File: src/hw/rtl/atan2p_pkg.sv
// Shared types and constants for the atan2 polynomial pipeline.
// Holds the Q30 coefficient set, internal widths and the quadrant flag bundle.
// Depends on nothing; every other file of the block refers to it by scoped names.
package atan2p_pkg;

    // Internal fixed-point format is Q30.
    localparam int QF   = 30;
    // Ratio and its square live in [0, 1], so one integer bit above Q30.
    localparam int TW   = QF + 1;
    // Magnitude width taken into a multiplier (|p| < 2^32).
    localparam int MW   = QF + 2;
    // Signed width of polynomial terms and angles (|angle| <= pi).
    localparam int PW   = QF + 4;
    // Full product width of one multiplier.
    localparam int PRW  = MW + TW;
    // Number of multiply-accumulate steps: t^2, five Horner steps, final times t.
    localparam int NMAC = 7;

    localparam int COORD_WIDTH_DEF     = 16;
    localparam int ANGLE_FRAC_BITS_DEF = 13;

    localparam logic [63:0] Q30_ONE  = 64'd1 << QF;
    localparam logic [63:0] DEC_ONE  = 64'd1000000000;
    localparam logic [63:0] DEC_HALF = 64'd500000000;

    // Decimal constants scaled by 2^30, rounded to nearest.
    localparam logic [63:0] K11_Q     = (64'd13480470 * Q30_ONE + DEC_HALF) / DEC_ONE;
    localparam logic [63:0] K9_Q      = (64'd57477314 * Q30_ONE + DEC_HALF) / DEC_ONE;
    localparam logic [63:0] K7_Q      = (64'd121239071 * Q30_ONE + DEC_HALF) / DEC_ONE;
    localparam logic [63:0] K5_Q      = (64'd195635925 * Q30_ONE + DEC_HALF) / DEC_ONE;
    localparam logic [63:0] K3_Q      = (64'd332994597 * Q30_ONE + DEC_HALF) / DEC_ONE;
    localparam logic [63:0] K1_Q      = (64'd999995630 * Q30_ONE + DEC_HALF) / DEC_ONE;
    localparam logic [63:0] HALF_PI_Q = (64'd1570796327 * Q30_ONE + DEC_HALF) / DEC_ONE;
    localparam logic [63:0] PI_Q      = (64'd3141592654 * Q30_ONE + DEC_HALF) / DEC_ONE;

    // Starting value of the Horner recurrence.
    localparam logic signed [PW-1:0] P_INIT = PW'(64'd0 - K11_Q);

    // Constant added after each multiply step, in pipeline order.
    localparam logic signed [PW-1:0] MAC_ADD [NMAC] = '{
        PW'(64'd0),
        PW'(K9_Q),
        PW'(64'd0 - K7_Q),
        PW'(K5_Q),
        PW'(64'd0 - K3_Q),
        PW'(K1_Q),
        PW'(64'd0)
    };

    localparam logic signed [PW-1:0] HALF_PI_P = PW'(HALF_PI_Q);
    localparam logic signed [PW-1:0] PI_P      = PW'(PI_Q);

    // Octant and quadrant information that rides along with each request.
    typedef struct packed {
        logic zero;   // both coordinates are zero
        logic swap;   // |y| > |x|, reflect about pi/2
        logic xneg;   // x negative, reflect about pi
        logic yneg;   // y negative, negate
    } flags_t;

endpackage

File: src/hw/rtl/atan2p_fold.sv
// Octant and quadrant reflection of the first-octant angle, then output rounding.
// Three register stages: pi/2 reflection, pi reflection with sign, round to the output grid.
// Depends on atan2p_pkg.
module atan2p_fold #(
    parameter int ANGLE_FRAC_BITS = atan2p_pkg::ANGLE_FRAC_BITS_DEF
) (
    input  logic                                 aclk,
    input  logic                                 aresetn,
    input  logic                                 en,
    input  logic                                 in_valid,
    input  logic signed [atan2p_pkg::PW-1:0]     in_a,
    input  atan2p_pkg::flags_t                   in_flags,
    output logic                                 out_valid,
    output logic [ANGLE_FRAC_BITS+2:0]           out_angle
);

    localparam int PW = atan2p_pkg::PW;
    localparam int OW = ANGLE_FRAC_BITS + 3;
    localparam int SH = atan2p_pkg::QF - ANGLE_FRAC_BITS;
    localparam logic [PW-1:0] HALF_LSB = PW'(1) << (SH - 1);

    logic                 va_reg;
    logic signed [PW-1:0] a1_reg;
    logic signed [PW-1:0] a1_next;
    atan2p_pkg::flags_t   fa_reg;

    logic                 vb_reg;
    logic signed [PW-1:0] a2_reg;
    logic signed [PW-1:0] a2_next;
    logic signed [PW-1:0] offset;
    logic                 zb_reg;

    logic                 vc_reg;
    logic [OW-1:0]        angle_reg;
    logic [OW-1:0]        angle_next;
    logic [PW-1:0]        mag;
    logic [PW-1:0]        rnd_mag;

    assign a1_next = in_flags.swap ? (atan2p_pkg::HALF_PI_P - in_a) : in_a;

    // pi - a for negative x, then negation for negative y, folded into one add.
    always_comb begin
        if (fa_reg.xneg) begin
            offset = fa_reg.yneg ? (PW'(0) - atan2p_pkg::PI_P) : atan2p_pkg::PI_P;
        end else begin
            offset = '0;
        end
        a2_next = ((fa_reg.xneg ^ fa_reg.yneg) ? (PW'(0) - a1_reg) : a1_reg) + offset;
    end

    always_comb begin
        mag     = a2_reg[PW-1] ? (PW'(0) - a2_reg) : a2_reg;
        rnd_mag = (mag + HALF_LSB) >> SH;
        if (zb_reg) begin
            angle_next = '0;
        end else if (a2_reg[PW-1]) begin
            angle_next = OW'(PW'(0) - rnd_mag);
        end else begin
            angle_next = OW'(rnd_mag);
        end
    end

    always_ff @(posedge aclk) begin
        if (!aresetn) begin
            va_reg <= 1'b0;
            vb_reg <= 1'b0;
            vc_reg <= 1'b0;
        end else if (en) begin
            va_reg <= in_valid;
            vb_reg <= va_reg;
            vc_reg <= vb_reg;
        end
    end

    always_ff @(posedge aclk) begin
        if (en) begin
            a1_reg    <= a1_next;
            fa_reg    <= in_flags;
            a2_reg    <= a2_next;
            zb_reg    <= fa_reg.zero;
            angle_reg <= angle_next;
        end
    end

    assign out_valid = vc_reg;
    assign out_angle = angle_reg;

endmodule

File: config.mk
export PLATFORM = sky130hd
export DESIGN_NAME = atan2p_fold
export DESIGN_NICKNAME = d
export VERILOG_FILES = /design/src/hw/rtl/atan2p_pkg.sv /design/src/hw/rtl/atan2p_fold.sv
export SDC_FILE = /design/constraint.sdc
export NUM_CORES = 1
export LEC_CHECK = 0
export BUFFER_PORTS_ARGS = -buffer_cell sky130_fd_sc_hd__buf_2
export CAP_MARGIN = 20
export CORE_ASPECT_RATIO = 0.75
export CORE_MARGIN = 10
export CORE_UTILIZATION = 55
export CTS_CLUSTER_DIAMETER = 60
export DETAILED_ROUTE_END_ITERATION = 8
export PLACE_DENSITY = 0.78
export SYNTH_ARGS = -nofsm -noshare
export SYNTH_HDL_FRONTEND = slang
export SYNTH_SLANG_ARGS = --single-unit
File: constraint.sdc
create_clock -name aclk -period 5.55 [get_ports aclk]
set_input_delay 0.555 -clock aclk [delete_from_list [all_inputs] [get_ports aclk]]
set_output_delay 0.555 -clock aclk [all_outputs]
set_load 0.05 [all_outputs]
==> results of run 1 <==
Yosys cell counts (4+ instances only):
| cell type | n |
|---|---|
| a211o_1 | 5 |
| a211oi_1 | 4 |
| a21o_1 | 11 |
| a21oi_1 | 61 |
| a31oi_1 | 7 |
| and2_1 | 4 |
| and3_1 | 11 |
| buf_2 | 4 |
| clkbuf_1 | 17 |
| edfxtp_1 | 88 |
| ha_1 | 39 |
| inv_1 | 28 |
| mux2i_1 | 4 |
| nand2_1 | 52 |
| nand2b_1 | 11 |
| nand3_1 | 16 |
| nand4_1 | 15 |
| nor2_1 | 76 |
| nor2b_1 | 8 |
| nor3_1 | 23 |
| nor3b_1 | 4 |
| nor4_1 | 8 |
| nor4_2 | 4 |
| o211ai_1 | 4 |
| o21a_1 | 10 |
| o21ai_0 | 35 |
| o21bai_1 | 6 |
| o31a_1 | 5 |
| o31ai_1 | 10 |
| or3_1 | 10 |
| xnor2_1 | 65 |
| xor2_1 | 54 |
power by group through the flow:
stage          Combinational, W  Clock (W)  Sequential, W
6_report                0.00168   0.000623        0.00114
3_5_place_dp            0.00166          0        0.00116
4_1_cts                 0.00167   0.000643        0.00114
3_3_place_gp            0.00161          0        0.00115
2_1_floorplan           0.00127          0        0.00122
5_1_grt                 0.00185   0.000671        0.00117
kinds of logic (layout without fill, tap and decap cells):
| group | after synthesis | in the layout |
|---|---|---|
| flip-flops | 91 | 91 |
| AND/OR/NAND/NOR | 264 | 264 |
| buffers and inverters | 55 | 107 |
| AO/OA/AOI/OAI | 197 | 197 |
| XOR/XNOR | 124 | 124 |
| adder cells (fa/ha/maj) | 40 | 40 |
| multiplexers | 10 | 10 |
final cells by class:
type	instances	area (um^2)
clock buffer	9	225
multi-input combinational	635	4560
inverter	29	109
fill	1097	4940
clock inverter	7	82.6
sequential	91	2700
timing repair buffer	62	323
tap	171	214
worst register-to-register path, delay by kind of cell (launching register included):
kind	cells	cell delay, ps
adders and majority gates	2	400
xor gates and xnor gates	2	250
AOI/OAI and AO/OA	8	1760
DFF	1	420
and+or+nand+nor	6	1590
buffers and inverters	1	80
metal layers:
layer	global-route usage	up-vias
met5	0	-
met2	0.258	185
li1	-	2991
met1	0.203	2666
met3	0.0375	32
met4	0.0595	0
worst paths after layout:
kind / startpoint / endpoint / cells past startpoint
worst max-delay path: a1_reg[0] / a2_reg[33] / 19
worst min-delay path: in_flags[1] / fa_reg[1] / 1
worst max register to register: a1_reg[0] / a2_reg[33] / 19
worst min register to register: fa_reg[3] / zb_reg / 0
stage by stage:
stage	hold WS (ps)	utilization	worst slack, ps
2_1_floorplan	400	-	1320
3_3_place_gp	404	0.601	1070
3_5_place_dp	443	0.601	937
4_1_cts	360	0.625	817
5_1_grt	365	0.625	384
6_report	379	0.625	776
placed cells by master, fill, tap and decap left out, types with 8 or more instances in the layout:
master,count
o21a_1,10
nand2b_1,11
nor3_1,23
and3_1,11
nor4_1,8
nand2_1,52
edfxtp_1,88
nand4_1,15
or3_1,10
nand3_1,16
ha_1,39
xor2_1,54
o31ai_1,10
nor2_1,76
a21oi_1,61
o21ai_0,35
inv_1,28
clkbuf_16,9
a21o_1,11
nor2b_1,8
xnor2_1,65
buf_2,57
==> results.md, run 1 <==
- Resized cells post-CTS: 0
- Metal3 WL: 821 um
- Area delta synth->final: 9.71%
- CP max-delay cell: nor4_1
- Syn_area_per_cell: 9.59 um^2
- Status: finished, final reports clean
- DP HPWL: 11700 um
- GPL Wtd Cong: 0.881
- Post-synth EDFFs: 88
- Max VDD drop: 265 uV
- Antenna Nets Post-Route: 0
- Cell Count, Final, Fillers Out: 1004
- Die W: 155 um
- Pint: 0.00201 W
- CP max stage delay: 520 ps
- CP top delay family: compound AO/OA/AOI/OAI gates
- DR vias/cell: 5.85
- DIE HEIGHT: 121 um
- Clock share of power: 0.181
- Final nets: 910
- Combinational power share: 0.487
- Pins Over Slew Limit: 0
- I/O Buffers: 58
- Final setup vio count: 0
- Maxcap violations: 0
- CP cell instances: inv_1 > ha_1 > nand2b_1 > or4_1 > nor4_1 > nor2b_1 > a21oi_1 > xor2_1 > ha_1 > a2111oi_0 > o21ai_1 > o2111ai_1 > nand2_1 > nand2_1 > o31ai_1 > a211o_1 > a311o_1 > o31ai_1 > xnor2_1
- Compound-cell area share of the yosys netlist: 0.186
- P per Cell Area: 419 nW/um^2
- Initial Util: 0.569
- Io pins: 59
- Synth area leaders: edfxtp_1, xnor2_1, ha_1
- WS Path Type: reg2reg
- # Post-CTS Setup Buffers: 0
- Vias in the first global route: 5722
- Initial antenna violation count: 0
- Skew final: 8.58 ps
- Finished Cell Area: 8220 um^2
- Area share of fa/ha/maj cells after synthesis: 0.0678
- Hold_buf cts: 0
- Global-route wire length before repair: 25600 um
- Via count: 5874
- Met2 wire len: 6780 um
- Top_reg_cell synth: edfxtp_1
- M1 wire length: 7160 um
- Num CTS Buffers: 9
- Total die area: 18700 um^2
- Clk buf depth: 2
- Synth Area in XOR/XNOR: 0.153
- Sw frac: 0.418
- DRT Pass-1 Iters: 5
- Diode count: 0
- Pin slew with the least headroom to its limit: 830 ps
- Register area share after synthesis: 0.361
- Post-synthesis mux area share: 0.0169
- Sequential Power Share: 0.332
- Syn Nets: 863
- Dpl cell area: 7910 um^2
- Worst Setup End Kind: flip-flop
- Share of Yosys cell area claimed by the top area cell type: 0.353
- FMAX: 0.209 GHz
- Area of the mapped netlist: 7490 um^2
- Tmin final: 4770 ps
- # clock sinks: 91
- RSZ-0062 raised after global routing: no
- Post-synthesis cell type count: 90
- Clk_lat worst skew: 350 ps
- Yosys synthesis warning count: 0
- Buf/Inv on CP: 1
- DRC viols: 0
- FF-to-FF setup slack: 780 ps
- Startpoint Class: flip-flop
- Starting DRT DRC Count: 379
- Hold Fails Final Rpt: 0
- Largest net degree at the start of global routing: 55
- Leak: 3.23 nW
- Setup TNS: 0 ps
- Placed cells: 988
- Fraction of layout cells with a size suffix above 1: 0.142
- Final worst path period share: 0.860
- Simple-Gate Fraction of Synth Area: 0.185
- Core area: 13200 um^2
- Crit path required time: 5650 ps
- Async set-reset flop share out of synthesis: 0
- Grt ovf: 0
- CTS tree: yes
- Synthesized flop and latch total: 91
- H-tree levels: 3
- Drt wl/cell: 15.0 um
- Largest family of logic cells by synthesized area: compound AO/OA/AOI/OAI gates
- Root buf cell: clkbuf_16
- Slew Limit Headroom: 0.447
- Post-synth top area cell: edfxtp_1
- Cells after synthesis: 781
- Total power draw: 0.00345 W
- DR top layer: met4
- All-Layer GR Usage: 0.159
- # rows: 36
- Arrival @ worst endpoint: 4870 ps
- Drt total wl: 15000 um
- NetSw: 0.00144 W
- Clock transition at path regs: 70 ps
- CP max FO: 6
- Hold WC Path Type: in2reg
Power figures use the tool's default switching activity.
==> run 2: changes to the inputs <==
Settings changed: CELL_PAD_IN_SITES_DETAIL_PLACEMENT set to 1, CELL_PAD_IN_SITES_GLOBAL_PLACEMENT set to 1, CORE_UTILIZATION 55 to 48, PLACE_DENSITY 0.78 to 0.85.
==> run 2 against run 1 <==
  * Clock-buffer cell count increased by 2
  * Register-to-register slack got worse by 90 ps
  * Core utilization is 8.5 points lower
==> results.md, run 2 (synthesis gave the netlist of run 1 again) <==
- Sw frac: 0.429
- GRT met3 Usage: 0.0315
- Slew Limit Headroom: 0.469
- Worst Setup End Kind: flip-flop
- Initial antenna violation count: 0
- # clock sinks: 91
- Startpoint Class: flip-flop
- Hold WC Path Type: in2reg
- Resized cells post-CTS: 0
- Commonest non-fill, non-tap cells in the layout: edfxtp_1, nor2_1, xnor2_1
- GPL Wtd Cong: 0.862
- # fillers: 1761
- Clock share of power: 0.180
- Crit path required time: 5660 ps
- Routing usage on met2: 0.298
- CP max FO: 6
- Max VDD drop: 153 uV
- Hold_buf cts: 0
- Pint: 0.00201 W
- Sequential Power Share: 0.323
- Total power draw: 0.00352 W
- Pin slew with the least headroom to its limit: 796 ps
- Starting DRT DRC Count: 267
- Drt wl/cell: 17.9 um
- Final nets: 909
- All-Layer GR Usage: 0.178
- Largest net degree at the start of global routing: 54
- Clk buf depth: 2
- # Post-CTS Setup Buffers: 0
- Setup TNS: 0 ps
- Via count: 6051
- Global-route wire length before repair: 31000 um
- Area delta synth->final: 10.1%
- GR met1 Demand/Resource: 0.227
- Die W: 164 um
- DRT Pass-1 Iters: 4
- Grt ovf: 0
- WS Path Type: reg2reg
- Final setup vio count: 0
- CTS tree: yes
- Clk_lat worst skew: 360 ps
- NetSw: 0.00151 W
- Arrival @ worst endpoint: 4970 ps
- Total die area: 21000 um^2
- FMAX: 0.206 GHz
- I/O Buffers: 58
- Vias in the first global route: 6248
- Pins Over Slew Limit: 0
- DR vias/cell: 5.84
- Status: finished, final reports clean
- DP HPWL: 14500 um
- Final worst path period share: 0.876
- Leak: 3.23 nW
- H-tree levels: 3
- Maxcap violations: 0
- Skew final: 10.1 ps
- Combinational power share: 0.497
- DIE HEIGHT: 128 um
- Initial Util: 0.490
- Tmin final: 4860 ps
- Clock transition at path regs: 70 ps
- Core area: 15300 um^2
- Root buf cell: clkbuf_16
- Global route hottest layer: met2
- Commonest non-fill, non-tap cell in the layout: edfxtp_1
- Diode count: 0
- Drt total wl: 18600 um
- Io pins: 59
- Num CTS Buffers: 9
- # rows: 39
- Antenna Nets Post-Route: 0
- P per Cell Area: 427 nW/um^2
- DRC viols: 0
- Fraction of layout cells with a size suffix above 1: 0.139
- Hold Fails Final Rpt: 0
- RSZ-0062 raised after global routing: no
## run 2: cell type report
cell class / count / area [um^2] / area share
Tap cell: 205 / 256 / 0.0311
Clock inverter: 5 / 60.1 / 0.00728
Multi-Input combinational cell: 635 / 4560 / 0.553
Sequential cell: 91 / 2700 / 0.328
Clock buffer: 11 / 243 / 0.0294
Timing Repair Buffer: 61 / 315 / 0.0382
Inverter: 29 / 109 / 0.0132
## run 2: per-stage QoR
stage | hold slack [ps] | instances | util | setup WS [ps] | area [um^2]
final | 370 | 1037 | 0.540 | 687 | 8250
after floorplan | 400 | 781 | - | 1320 | 7490
after detailed placement | 419 | 1021 | 0.520 | 722 | 7940
after global routing | 359 | 1037 | 0.540 | 249 | 8250
after CTS | 355 | 1037 | 0.540 | 699 | 8250
after global placement | 402 | 1021 | 0.520 | 1080 | 7940
## run 2: worst max-delay path, cell delays in order, from the launching register on
cell,delay [ps]
edfxtp_1,430
nor3_1,320
nor4bb_1,580
nor3b_1,410
nor2b_1,380
nor2_1,90
xnor2_1,140
ha_1,260
a2111oi_0,450
o21ai_1,130
o2111ai_1,120
nand2_1,110
nand2_1,80
o31ai_1,140
a211o_1,310
a311o_1,310
o31ai_1,270
xnor2_1,90
## run 2: final timing paths
path | from | to | slack (ps) | cells past startpoint
setup / recovery | a1_reg[0] | a2_reg[33] | 690 | 17
hold reg to reg | fa_reg[3] | zb_reg | 430 | 0
setup reg to reg | a1_reg[0] | a2_reg[33] | 690 | 17
hold / removal | in_flags[1] | fa_reg[1] | 370 | 1
## run 2: routing by layer
metal / up-vias / share of wire
met5: - / 0
met3: 22 / 0.036
li1: 2980 / -
met2: 108 / 0.48
met4: 0 / 0.014
met1: 2941 / 0.47
## run 2: power groups by stage
stage | sequential, W | combinational [W] | clock, W
floorplan | 0.00122 | 0.00127 | 0
global placement | 0.00113 | 0.00163 | 0
detailed placement | 0.00115 | 0.00174 | 0
CTS | 0.00114 | 0.00175 | 0.000645
global route | 0.00116 | 0.00192 | 0.000672
finish | 0.00114 | 0.00175 | 0.000633
