### config.mk
export PLATFORM = sky130hd
export DESIGN_NAME = atan2p_div_stage
export DESIGN_NICKNAME = d
export VERILOG_FILES = /design/src/hw/rtl/atan2p_pkg.sv /design/src/hw/rtl/atan2p_div_stage.sv
export SDC_FILE = /design/constraint.sdc
export NUM_CORES = 1
export LEC_CHECK = 0
export BUFFER_PORTS_ARGS = -buffer_cell sky130_fd_sc_hd__buf_2
export CAP_MARGIN = 30
export CORE_ASPECT_RATIO = 2
export CORE_UTILIZATION = 39
export CTS_CLUSTER_DIAMETER = 40
export CTS_CLUSTER_SIZE = 10
export DETAILED_ROUTE_END_ITERATION = 7
export MAX_ROUTING_LAYER = met4
export PLACE_DENSITY = 0.7
export SLEW_MARGIN = 5
export SYNTH_ARGS = -nofsm -noshare
export SYNTH_HDL_FRONTEND = slang
export SYNTH_SLANG_ARGS = --single-unit
### constraint.sdc
create_clock -name aclk -period 2.5 [get_ports aclk]
set_clock_uncertainty 0.2 [all_clocks]
set_input_delay 0.125 -clock aclk [delete_from_list [all_inputs] [get_ports aclk]]
set_output_delay 0.125 -clock aclk [all_outputs]
set_load 0.02 [all_outputs]
### src/hw/rtl/atan2p_pkg.sv
// Shared types and constants for the atan2 polynomial pipeline.
// Holds the Q30 coefficient set, internal widths and the quadrant flag bundle.
// Depends on nothing; every other file of the block refers to it by scoped names.
package atan2p_pkg;

    // Internal fixed-point format is Q30.
    localparam int QF   = 30;
    // Ratio and its square live in [0, 1], so one integer bit above Q30.
    localparam int TW   = QF + 1;
    // Magnitude width taken into a multiplier (|p| < 2^32).
    localparam int MW   = QF + 2;
    // Signed width of polynomial terms and angles (|angle| <= pi).
    localparam int PW   = QF + 4;
    // Full product width of one multiplier.
    localparam int PRW  = MW + TW;
    // Number of multiply-accumulate steps: t^2, five Horner steps, final times t.
    localparam int NMAC = 7;

    localparam int COORD_WIDTH_DEF     = 16;
    localparam int ANGLE_FRAC_BITS_DEF = 13;

    localparam logic [63:0] Q30_ONE  = 64'd1 << QF;
    localparam logic [63:0] DEC_ONE  = 64'd1000000000;
    localparam logic [63:0] DEC_HALF = 64'd500000000;

    // Decimal constants scaled by 2^30, rounded to nearest.
    localparam logic [63:0] K11_Q     = (64'd13480470 * Q30_ONE + DEC_HALF) / DEC_ONE;
    localparam logic [63:0] K9_Q      = (64'd57477314 * Q30_ONE + DEC_HALF) / DEC_ONE;
    localparam logic [63:0] K7_Q      = (64'd121239071 * Q30_ONE + DEC_HALF) / DEC_ONE;
    localparam logic [63:0] K5_Q      = (64'd195635925 * Q30_ONE + DEC_HALF) / DEC_ONE;
    localparam logic [63:0] K3_Q      = (64'd332994597 * Q30_ONE + DEC_HALF) / DEC_ONE;
    localparam logic [63:0] K1_Q      = (64'd999995630 * Q30_ONE + DEC_HALF) / DEC_ONE;
    localparam logic [63:0] HALF_PI_Q = (64'd1570796327 * Q30_ONE + DEC_HALF) / DEC_ONE;
    localparam logic [63:0] PI_Q      = (64'd3141592654 * Q30_ONE + DEC_HALF) / DEC_ONE;

    // Starting value of the Horner recurrence.
    localparam logic signed [PW-1:0] P_INIT = PW'(64'd0 - K11_Q);

    // Constant added after each multiply step, in pipeline order.
    localparam logic signed [PW-1:0] MAC_ADD [NMAC] = '{
        PW'(64'd0),
        PW'(K9_Q),
        PW'(64'd0 - K7_Q),
        PW'(K5_Q),
        PW'(64'd0 - K3_Q),
        PW'(K1_Q),
        PW'(64'd0)
    };

    localparam logic signed [PW-1:0] HALF_PI_P = PW'(HALF_PI_Q);
    localparam logic signed [PW-1:0] PI_P      = PW'(PI_Q);

    // Octant and quadrant information that rides along with each request.
    typedef struct packed {
        logic zero;   // both coordinates are zero
        logic swap;   // |y| > |x|, reflect about pi/2
        logic xneg;   // x negative, reflect about pi
        logic yneg;   // y negative, negate
    } flags_t;

endpackage

### src/hw/rtl/atan2p_div_stage.sv
// One radix-2 restoring division stage of the ratio divider.
// Produces one quotient bit per register stage.
// Depends on atan2p_pkg.
module atan2p_div_stage #(
    parameter int COORD_WIDTH = atan2p_pkg::COORD_WIDTH_DEF
) (
    input  logic                          aclk,
    input  logic                          aresetn,
    input  logic                          en,
    input  logic                          in_valid,
    input  logic [COORD_WIDTH-1:0]        in_rem,
    input  logic [COORD_WIDTH-1:0]        in_hi,
    input  logic [atan2p_pkg::TW-1:0]     in_sw,
    input  atan2p_pkg::flags_t            in_flags,
    output logic                          out_valid,
    output logic [COORD_WIDTH-1:0]        out_rem,
    output logic [COORD_WIDTH-1:0]        out_hi,
    output logic [atan2p_pkg::TW-1:0]     out_sw,
    output atan2p_pkg::flags_t            out_flags
);

    logic                          valid_reg;
    logic [COORD_WIDTH-1:0]        rem_reg;
    logic [COORD_WIDTH-1:0]        rem_next;
    logic [COORD_WIDTH-1:0]        hi_reg;
    logic [atan2p_pkg::TW-1:0]     sw_reg;
    logic [atan2p_pkg::TW-1:0]     sw_next;
    atan2p_pkg::flags_t            flags_reg;

    logic [COORD_WIDTH:0]          trial;
    logic [COORD_WIDTH:0]          diff;
    logic                          take;

    // The shift word holds the dividend bits still to come in its upper part
    // and the quotient bits produced so far in its lower part.
    always_comb begin
        trial    = {in_rem, in_sw[atan2p_pkg::TW-1]};
        diff     = trial - {1'b0, in_hi};
        take     = (trial >= {1'b0, in_hi});
        rem_next = take ? diff[COORD_WIDTH-1:0] : trial[COORD_WIDTH-1:0];
        sw_next  = {in_sw[atan2p_pkg::TW-2:0], take};
    end

    always_ff @(posedge aclk) begin
        if (!aresetn) begin
            valid_reg <= 1'b0;
        end else if (en) begin
            valid_reg <= in_valid;
        end
    end

    always_ff @(posedge aclk) begin
        if (en) begin
            rem_reg   <= rem_next;
            hi_reg    <= in_hi;
            sw_reg    <= sw_next;
            flags_reg <= in_flags;
        end
    end

    assign out_valid = valid_reg;
    assign out_rem   = rem_reg;
    assign out_hi    = hi_reg;
    assign out_sw    = sw_reg;
    assign out_flags = flags_reg;

endmodule

==> reports/metrics.csv, run 1 <==
stage,metric,value,unit
run_status,result of the run,"complete, no violations",
yosys,Synthesis Warnings,0,
setup_path,CP max FO,11,
setup_path,startpoint type of the worst setup path,input pin,
clocking,source-to-sink clock delay at the later pin of the worst-skew pair,0.32,ns
layout,signed area change from the synthesized netlist to the final layout,58.6,%
detailed_routing,DRC violation count after routing,0,
yosys,number of cells produced by synthesis,223,
layout,antenna fix cells,0,
power_and_ir_drop,power per standard cell area,642,mW/mm²
placed_design,Placer Congestion,0.857,
global_route,global-route congestion overflow total,0,
die,Die Y,131,µm
power_and_ir_drop,leakage component of the power,2.33,nW
die,number of placed I/O pins,139,
die,cell row count,46,
timing,peak clock frequency supported by timing,0.417,GHz
worst_hold_path,end point of the worst hold path,out_rem[0],
global_route,maximum number of pins on one net before global-route repair,24,
yosys,count of flip-flops with a built-in enable after synthesis,67,
timing,unrepaired setup endpoints after global routing,false,
worst_hold_path,launch instance of the worst min-delay path,in_hi[0],
detailed_routing,total number of vias,2750,
setup_path,sequence of cells on the critical path,"dlygate4sd3_1, buf_2, inv_1, ha_4, a211o_1, a31oi_1, a21boi_4, and2_4, inv_6, mux2_4",
yosys,top area cells in the synthesized netlist,"edfxtp_1 (62%), ha_1 (6.2%), mux2_4 (3.7%), inv_1 (2.2%), o21ai_0 (1.4%)",
detailed_routing,wire length reported by the detailed router,8880,µm
global_route,vias in the first global route,2793,
power_and_ir_drop,largest vdd supply drop,0.351,mV
setup_path,Worst path max stage delay,0.53,ns
setup_path,Crit Reg-Reg Endpoint,out_valid,
yosys,#FFs+latches synth,68,
detailed_routing,number of routed nets with antenna violations,0,
global_route,wire length of the first global-routing pass,13300,µm
die,die extent in x,66.4,µm
job,MaxCap Viol Count,0,
timing,final period utilization,0.960,
yosys,sequential area share after synthesis,0.627,
timing,Final Hold Violating Endpoints,0,
clocking,clk root buf,clkbuf_16,
power_and_ir_drop,"Power, Total",3.30,mW
timing,relative max-transition margin,0.605,
detailed_routing,average via count per standard cell,4.97,
detailed_routing,First DRT Iteration DRCs,161,
clocking,clock-pin slew on the worst setup and hold paths,0.05,ns
timing,Sum Neg Setup Slack,0,ns
layout,"commonest non-fill, non-tap cell in the layout",buf_2,
detailed_routing,detailed-routed wire length on met3,451,µm
worst_hold_path,Worst Hold Depth,3,
die,Die Footprint,0.00870,mm²
clocking,sink count of the clock tree,68,
timing,Worst Max-Slew Pin Slew,0.593,ns
worst_hold_path,Tightest Hold Check Type,input pin to flop,
global_route,GR Util All Layers,0.221,
layout,proportion of layout cells with a drive suffix above 1,0.411,
placed_design,Buffers on Ports,138,
die,starting density of the core,0.405,
yosys,netlist area before placement,0.00324,mm²
timing,max-slew violations,0,
clocking,number of CTS-inserted buffers,9,
yosys,top cell type by total area after synthesis,edfxtp_1,
yosys,post-synth cell types,47,
yosys,Most used DFF post-synth,edfxtp_1,
layout,final design utilization,0.642,
detailed_routing,sum of routed wire segments on met1,2910,µm
clocking,number of H-tree levels,3,
clocking,TritonCTS clock tree,done,
setup_path,Bufs and invs on worst path,4,
setup_path,required time of the worst setup path,2.38,ns
layout,Final nets,540,
detailed_routing,top metal layer carrying routed signals,met4,
yosys,top-area cell type share of the netlist area,0.621,
timing,tightest hold margin,0.101,ns
yosys,number of nets produced by synthesis,311,
detailed_routing,final routed wire length divided by cell count,16.1,µm
setup_path,critical register-to-register path startpoint,out_valid,
yosys,mean instance size in the synthesized netlist,14.5,µm²
setup_path,largest delay contributor family on the critical path,buffers and inverters,
setup_path,Reg2Reg Depth,3,
placed_design,detailed-placement wirelength estimate,6090,µm
global_route,initial antenna violation count,0,
detailed_routing,count of TritonRoute iterations in the first routing pass,4,
detailed_routing,Routed met2 length,5180,µm
timing,Period minus WS final,2.40,ns
setup_path,start-to-end type of the worst setup path,input pin to flop,
setup_path,register-to-register setup slack,1.02,ns
yosys,proportion of register bits with asynchronous set or reset after synthesis,0,
clocking,clock buffer depth,2,
layout,# fillers,615,
setup_path,endpoint class of the critical path,flop,
timing,count of final setup violators,0,
die,core box area,0.00800,mm²
setup_path,library cell contributing the largest single delay on the critical path,dlygate4sd3_1,
layout,most frequent cells in the layout,"buf_2 (138), dlygate4sd3_1 (68), edfxtp_1 (67)",
setup_path,arrival time reported for the critical path endpoint,2.28,ns
-- metal layers --
layer,vias to the layer above,GRT usage
met5,-,-
met4,0,0.126
met3,25,0.0460
met2,115,0.420
met1,1305,0.191
li1,1305,-
-- Yosys cell counts, drive strengths merged (2+ instances only) --
library cell and n:
a211o 3, a211oi 3, a21boi 4, a21o 5, a21oi 4, a31oi 2
and2 3, and3 2, and3b 2, buf 4, edfxtp 67, ha 16
inv 20, mux2 9, mux2i 2, nand2 5, nand2b 2, nand3 7
nand4 2, nor2 12, nor2b 2, nor3 3, o211a 2, o211ai 2
o21a 6, o21ai 10, o31ai 5, xnor2 5, xor2 4
-- metrics by stage --
step	std cells	cell area (µm²)	setup slack, ns
after floorplan	223	3280	-0.0159
after global placement	469	4180	-0.0114
after detailed placement	469	4180	-0.0562
after CTS	553	5120	0.0251
after global routing	553	5140	0.0195
final	553	5140	0.101
-- registers in the layout (all words and copies together) (netlist names) --
signal	flops
out_sw	31
out_hi	16
out_rem	16
out_flags	4
out_valid	1
-- logic make-up (layout without fill, tap and decap cells) --
| group | Yosys count | after routing | share of synthesized area |
|---|---|---|---|
| buffers and inverters | 25 | 259 | 0.0429 |
| DFF | 68 | 68 | 0.627 |
| adders and majority gates | 17 | 17 | 0.0680 |
| AOI/OAI and AO/OA | 52 | 52 | 0.125 |
| xor gates and xnor gates | 9 | 9 | 0.0243 |
| muxes | 11 | 11 | 0.0467 |
| and+or+nand+nor | 41 | 41 | 0.0660 |
-- tightest hold or removal path, stage by stage --
cell and delay (ns):
buf_2 0.09, ha_1 0.16, o21ai_0 0.09
-- how the worst max path moves through the flow --
| stage | start | endpoint | slack (ns) | cells after the start |
|---|---|---|---|---|
| 2_1_floorplan | in_hi[12] | out_rem[10] | -0.02 | 12 |
| 3_3_place_gp | in_sw[30] | out_rem[12] | -0.01 | 10 |
| 3_5_place_dp | in_sw[30] | out_rem[12] | -0.06 | 10 |
| 4_1_cts | in_rem[14] | out_rem[4] | 0.03 | 9 |
| 5_1_grt | in_hi[15] | out_rem[4] | 0.02 | 10 |
| 6_report | in_hi[15] | out_rem[2] | 0.10 | 10 |
-- timing repair --
item	in CTS	in global routing
buffers inserted	0	0
endpoints found under the hold margin	67	0
gates resized for setup	0	2
hold buffers	68	0
setup endpoints to repair	0	9
-- power by group --
part,total [mW],switching [mW],leakage (nW),internal [mW]
registers,1.41,0.0262,0.664,1.39
logic,0.778,0.415,1.54,0.363
clock network,1.11,0.446,0.123,0.663
-- area by class of cell --
| class | count | area, µm² | share of cell area |
|---|---|---|---|
| Multi-Input combinational cell | 130 | 1110 | 0.215 |
| Clock buffer | 11 | 233 | 0.0453 |
| Timing Repair Buffer | 223 | 1520 | 0.297 |
| Sequential cell | 68 | 2030 | 0.396 |
| Tap cell | 96 | 120 | 0.0234 |
| Clock inverter | 5 | 28.8 | 0.00560 |
| Inverter | 20 | 92.6 | 0.0180 |
No activity file was read; power rests on OpenSTA's default activity.
==> run 2, diff against run 1 <==
--- a/config.mk
+++ b/config.mk
@@ -8,6 +8,7 @@
 export BUFFER_PORTS_ARGS = -buffer_cell sky130_fd_sc_hd__buf_2
 export CAP_MARGIN = 30
 export CORE_ASPECT_RATIO = 2
+export CORE_MARGIN = 2
 export CORE_UTILIZATION = 39
 export CTS_CLUSTER_DIAMETER = 40
 export CTS_CLUSTER_SIZE = 10
==> constraint.sdc (replaced) <==
create_clock -name aclk -period 2.5 [get_ports aclk]
set_clock_uncertainty 0.2 [all_clocks]
set_input_delay 0.125 -clock aclk [delete_from_list [all_inputs] [get_ports aclk]]
set_output_delay 0.125 -clock aclk [all_outputs]
set_load 0.01 [all_outputs]
==> run 2 against run 1 <==
Compared with the run above: sequential power barely moved; core utilization fell by 1.7 points; setup slack improved by 0.11 ns; global-route usage fell by 1.7 points; clock-buffer cell count fell by 1; die area rose by 4.6%; clock power barely moved; register-to-register slack improved by 0.10 ns; largest power group unchanged; highest routed layer unchanged.
==> reports/metrics.csv, run 2 (synthesis gave the netlist of run 1 again) <==
stage,metric,value,unit,change
detailed_routing,number of routed nets with antenna violations,0,,unchanged
global_route,vias in the first global route,2916,,+4.4%
clocking,clock buffer depth,2,,unchanged
placed_design,number of cells after detailed placement,471,,+0.43%
placed_design,Placer Congestion,0.869,,+1.4%
layout,signed area change from the synthesized netlist to the final layout,57.7,%,
worst_hold_path,Tightest Hold Check Type,input pin to flop,,
clocking,TritonCTS clock tree,done,,
placed_design,cell area after placement,0.00417,mm²,-0.24%
die,Die Footprint,0.00910,mm²,+4.6%
clocking,number of CTS-inserted buffers,9,,unchanged
layout,final design utilization,0.625,,-0.0170
layout,Final nets,540,,unchanged
setup_path,Crit Reg-Reg Endpoint,out_valid,,
clocking,sink count of the clock tree,68,,unchanged
timing,peak clock frequency supported by timing,0.437,GHz,+4.9%
setup_path,sequence of cells on the critical path,"buf_2, inv_1, ha_1, fa_1, nor2b_1, o31ai_1, a21oi_1, a211o_1, xor2_1, mux2_4",,
timing,Period minus WS final,2.29,ns,-0.112 ns
setup_path,Worst path max stage delay,0.39,ns,-0.14 ns
die,die extent in x,68.4,µm,+3.0%
global_route,global-route congestion overflow total,0,,unchanged
detailed_routing,wire length reported by the detailed router,8680,µm,-2.2%
die,number of placed I/O pins,139,,unchanged
timing,count of final setup violators,0,,unchanged
clocking,clk root buf,clkbuf_16,,
setup_path,required time of the worst setup path,2.37,ns,about the same
global_route,wire length of the first global-routing pass,13200,µm,-0.62%
setup_path,startpoint type of the worst setup path,input pin,,
layout,antenna fix cells,0,,unchanged
clocking,clock-pin slew on the worst setup and hold paths,0.05,ns,about the same
timing,Worst Max-Slew Pin Slew,0.449,ns,-0.144 ns
setup_path,largest delay contributor family on the critical path,compound AO/OA/AOI/OAI gates,,
clocking,source-to-sink clock delay at the later pin of the worst-skew pair,0.33,ns,about the same
setup_path,Bufs and invs on worst path,2,,-2
setup_path,start-to-end type of the worst setup path,input pin to flop,,
timing,relative max-transition margin,0.698,,+0.0936
setup_path,endpoint class of the critical path,flop,,
clocking,number of H-tree levels,3,,unchanged
worst_hold_path,end point of the worst hold path,out_hi[2],,
power_and_ir_drop,power per standard cell area,628,mW/mm²,-2.1%
timing,unrepaired setup endpoints after global routing,false,,
layout,"commonest non-fill, non-tap cell in the layout",buf_2,,
detailed_routing,count of TritonRoute iterations in the first routing pass,4,,unchanged
worst_hold_path,launch instance of the worst min-delay path,en,,
clocking,number of cells upsized or downsized after cts,0,,unchanged
power_and_ir_drop,leakage component of the power,2.32,nW,about the same
layout,most frequent cells in the layout,"buf_2 (138), dlygate4sd3_1 (68), edfxtp_1 (67)",,
worst_hold_path,Worst Hold Depth,2,,-1
detailed_routing,average via count per standard cell,4.91,,-1.2%
global_route,initial antenna violation count,0,,unchanged
timing,final period utilization,0.915,,-0.0450
setup_path,CP max FO,4,,-7
die,cell row count,47,,+2.2%
run_status,result of the run,"complete, no violations",,
timing,max-slew violations,0,,unchanged
setup_path,register-to-register setup slack,1.12,ns,+0.10 ns
layout,"final std cell area, no fill",0.00511,mm²,-0.54%
die,Die Y,133,µm,+1.5%
job,MaxCap Viol Count,0,,unchanged
setup_path,arrival time reported for the critical path endpoint,2.16,ns,-0.12 ns
placed_design,detailed-placement wirelength estimate,6170,µm,+1.2%
layout,proportion of layout cells with a drive suffix above 1,0.410,,-0.00129
placed_design,Buffers on Ports,138,,unchanged
die,core box area,0.00817,mm²,+2.2%
setup_path,library cell contributing the largest single delay on the critical path,o31ai_1,,
detailed_routing,First DRT Iteration DRCs,281,,+75%
power_and_ir_drop,largest vdd supply drop,0.317,mV,-9.8%
die,starting density of the core,0.396,,-0.00862
layout,Layout Cells excl Fill,554,,+0.18%
power_and_ir_drop,"Power, Total",3.21,mW,-2.7%
setup_path,Reg2Reg Depth,3,,unchanged
detailed_routing,total number of vias,2722,,-1.0%
global_route,maximum number of pins on one net before global-route repair,69,,+190%
global_route,GR Util All Layers,0.204,,-0.0170
timing,Final Hold Violating Endpoints,0,,unchanged
setup_path,critical register-to-register path startpoint,out_valid,,
detailed_routing,final routed wire length divided by cell count,15.7,µm,-2.4%
detailed_routing,DRC violation count after routing,0,,unchanged
layout,max reg flops,31,,unchanged
[run 2: area by class of cell]
cell class / instances / area [µm²]
clock buffers: 10 / 229
clock inverters: 5 / 30.0
repair buffers: 223 / 1510
flip-flops and latches: 68 / 2030
well taps: 98 / 123
fillers: 648 / 3070
multi-input cells: 130 / 1090
inverters: 20 / 90.1
[run 2: worst max path at each step]
stage	slack [ns]	to	from	cells after the start
final	0.21	out_rem[12]	in_sw[30]	10
after global routing	0.07	out_rem[12]	in_sw[30]	10
after CTS	0.22	out_rem[12]	in_sw[30]	10
after detailed placement	-0.12	out_rem[12]	in_hi[2]	9
after global placement	-0.08	out_rem[12]	in_rem[1]	8
after floorplan	-0.02	out_rem[10]	in_hi[12]	12
[run 2: per-layer routing]
layer	wire (µm)	track usage	up-vias	part of all wire
met5	0	-	-	0
met4	464	0.137	0	0.053
met3	463	0.0366	35	0.053
met2	4910	0.365	113	0.57
met1	2840	0.179	1263	0.33
li1	-	-	1311	-
[run 2: power by group]
part	internal, mW	switching (mW)
logic	0.358	0.329
registers	1.39	0.0263
clock network	0.659	0.453
[run 2: per-stage QoR]
stage          hold slack (ns)  setup TNS (ns)  worst slack [ns]
2_1_floorplan           0.0239          -0.128           -0.0159
3_3_place_gp             0.102         -0.0802           -0.0802
3_5_place_dp             0.104          -0.275            -0.119
4_1_cts                  0.120               0             0.219
5_1_grt                  0.141               0            0.0683
6_report                 0.122               0             0.214
[run 2: timing repair]
| item | 4_1_cts | 5_1_grt |
|---|---|---|
| hold buffers | 68 | 0 |
| setup buffers | 0 | 0 |
| endpoints found under the hold margin | 67 | 0 |
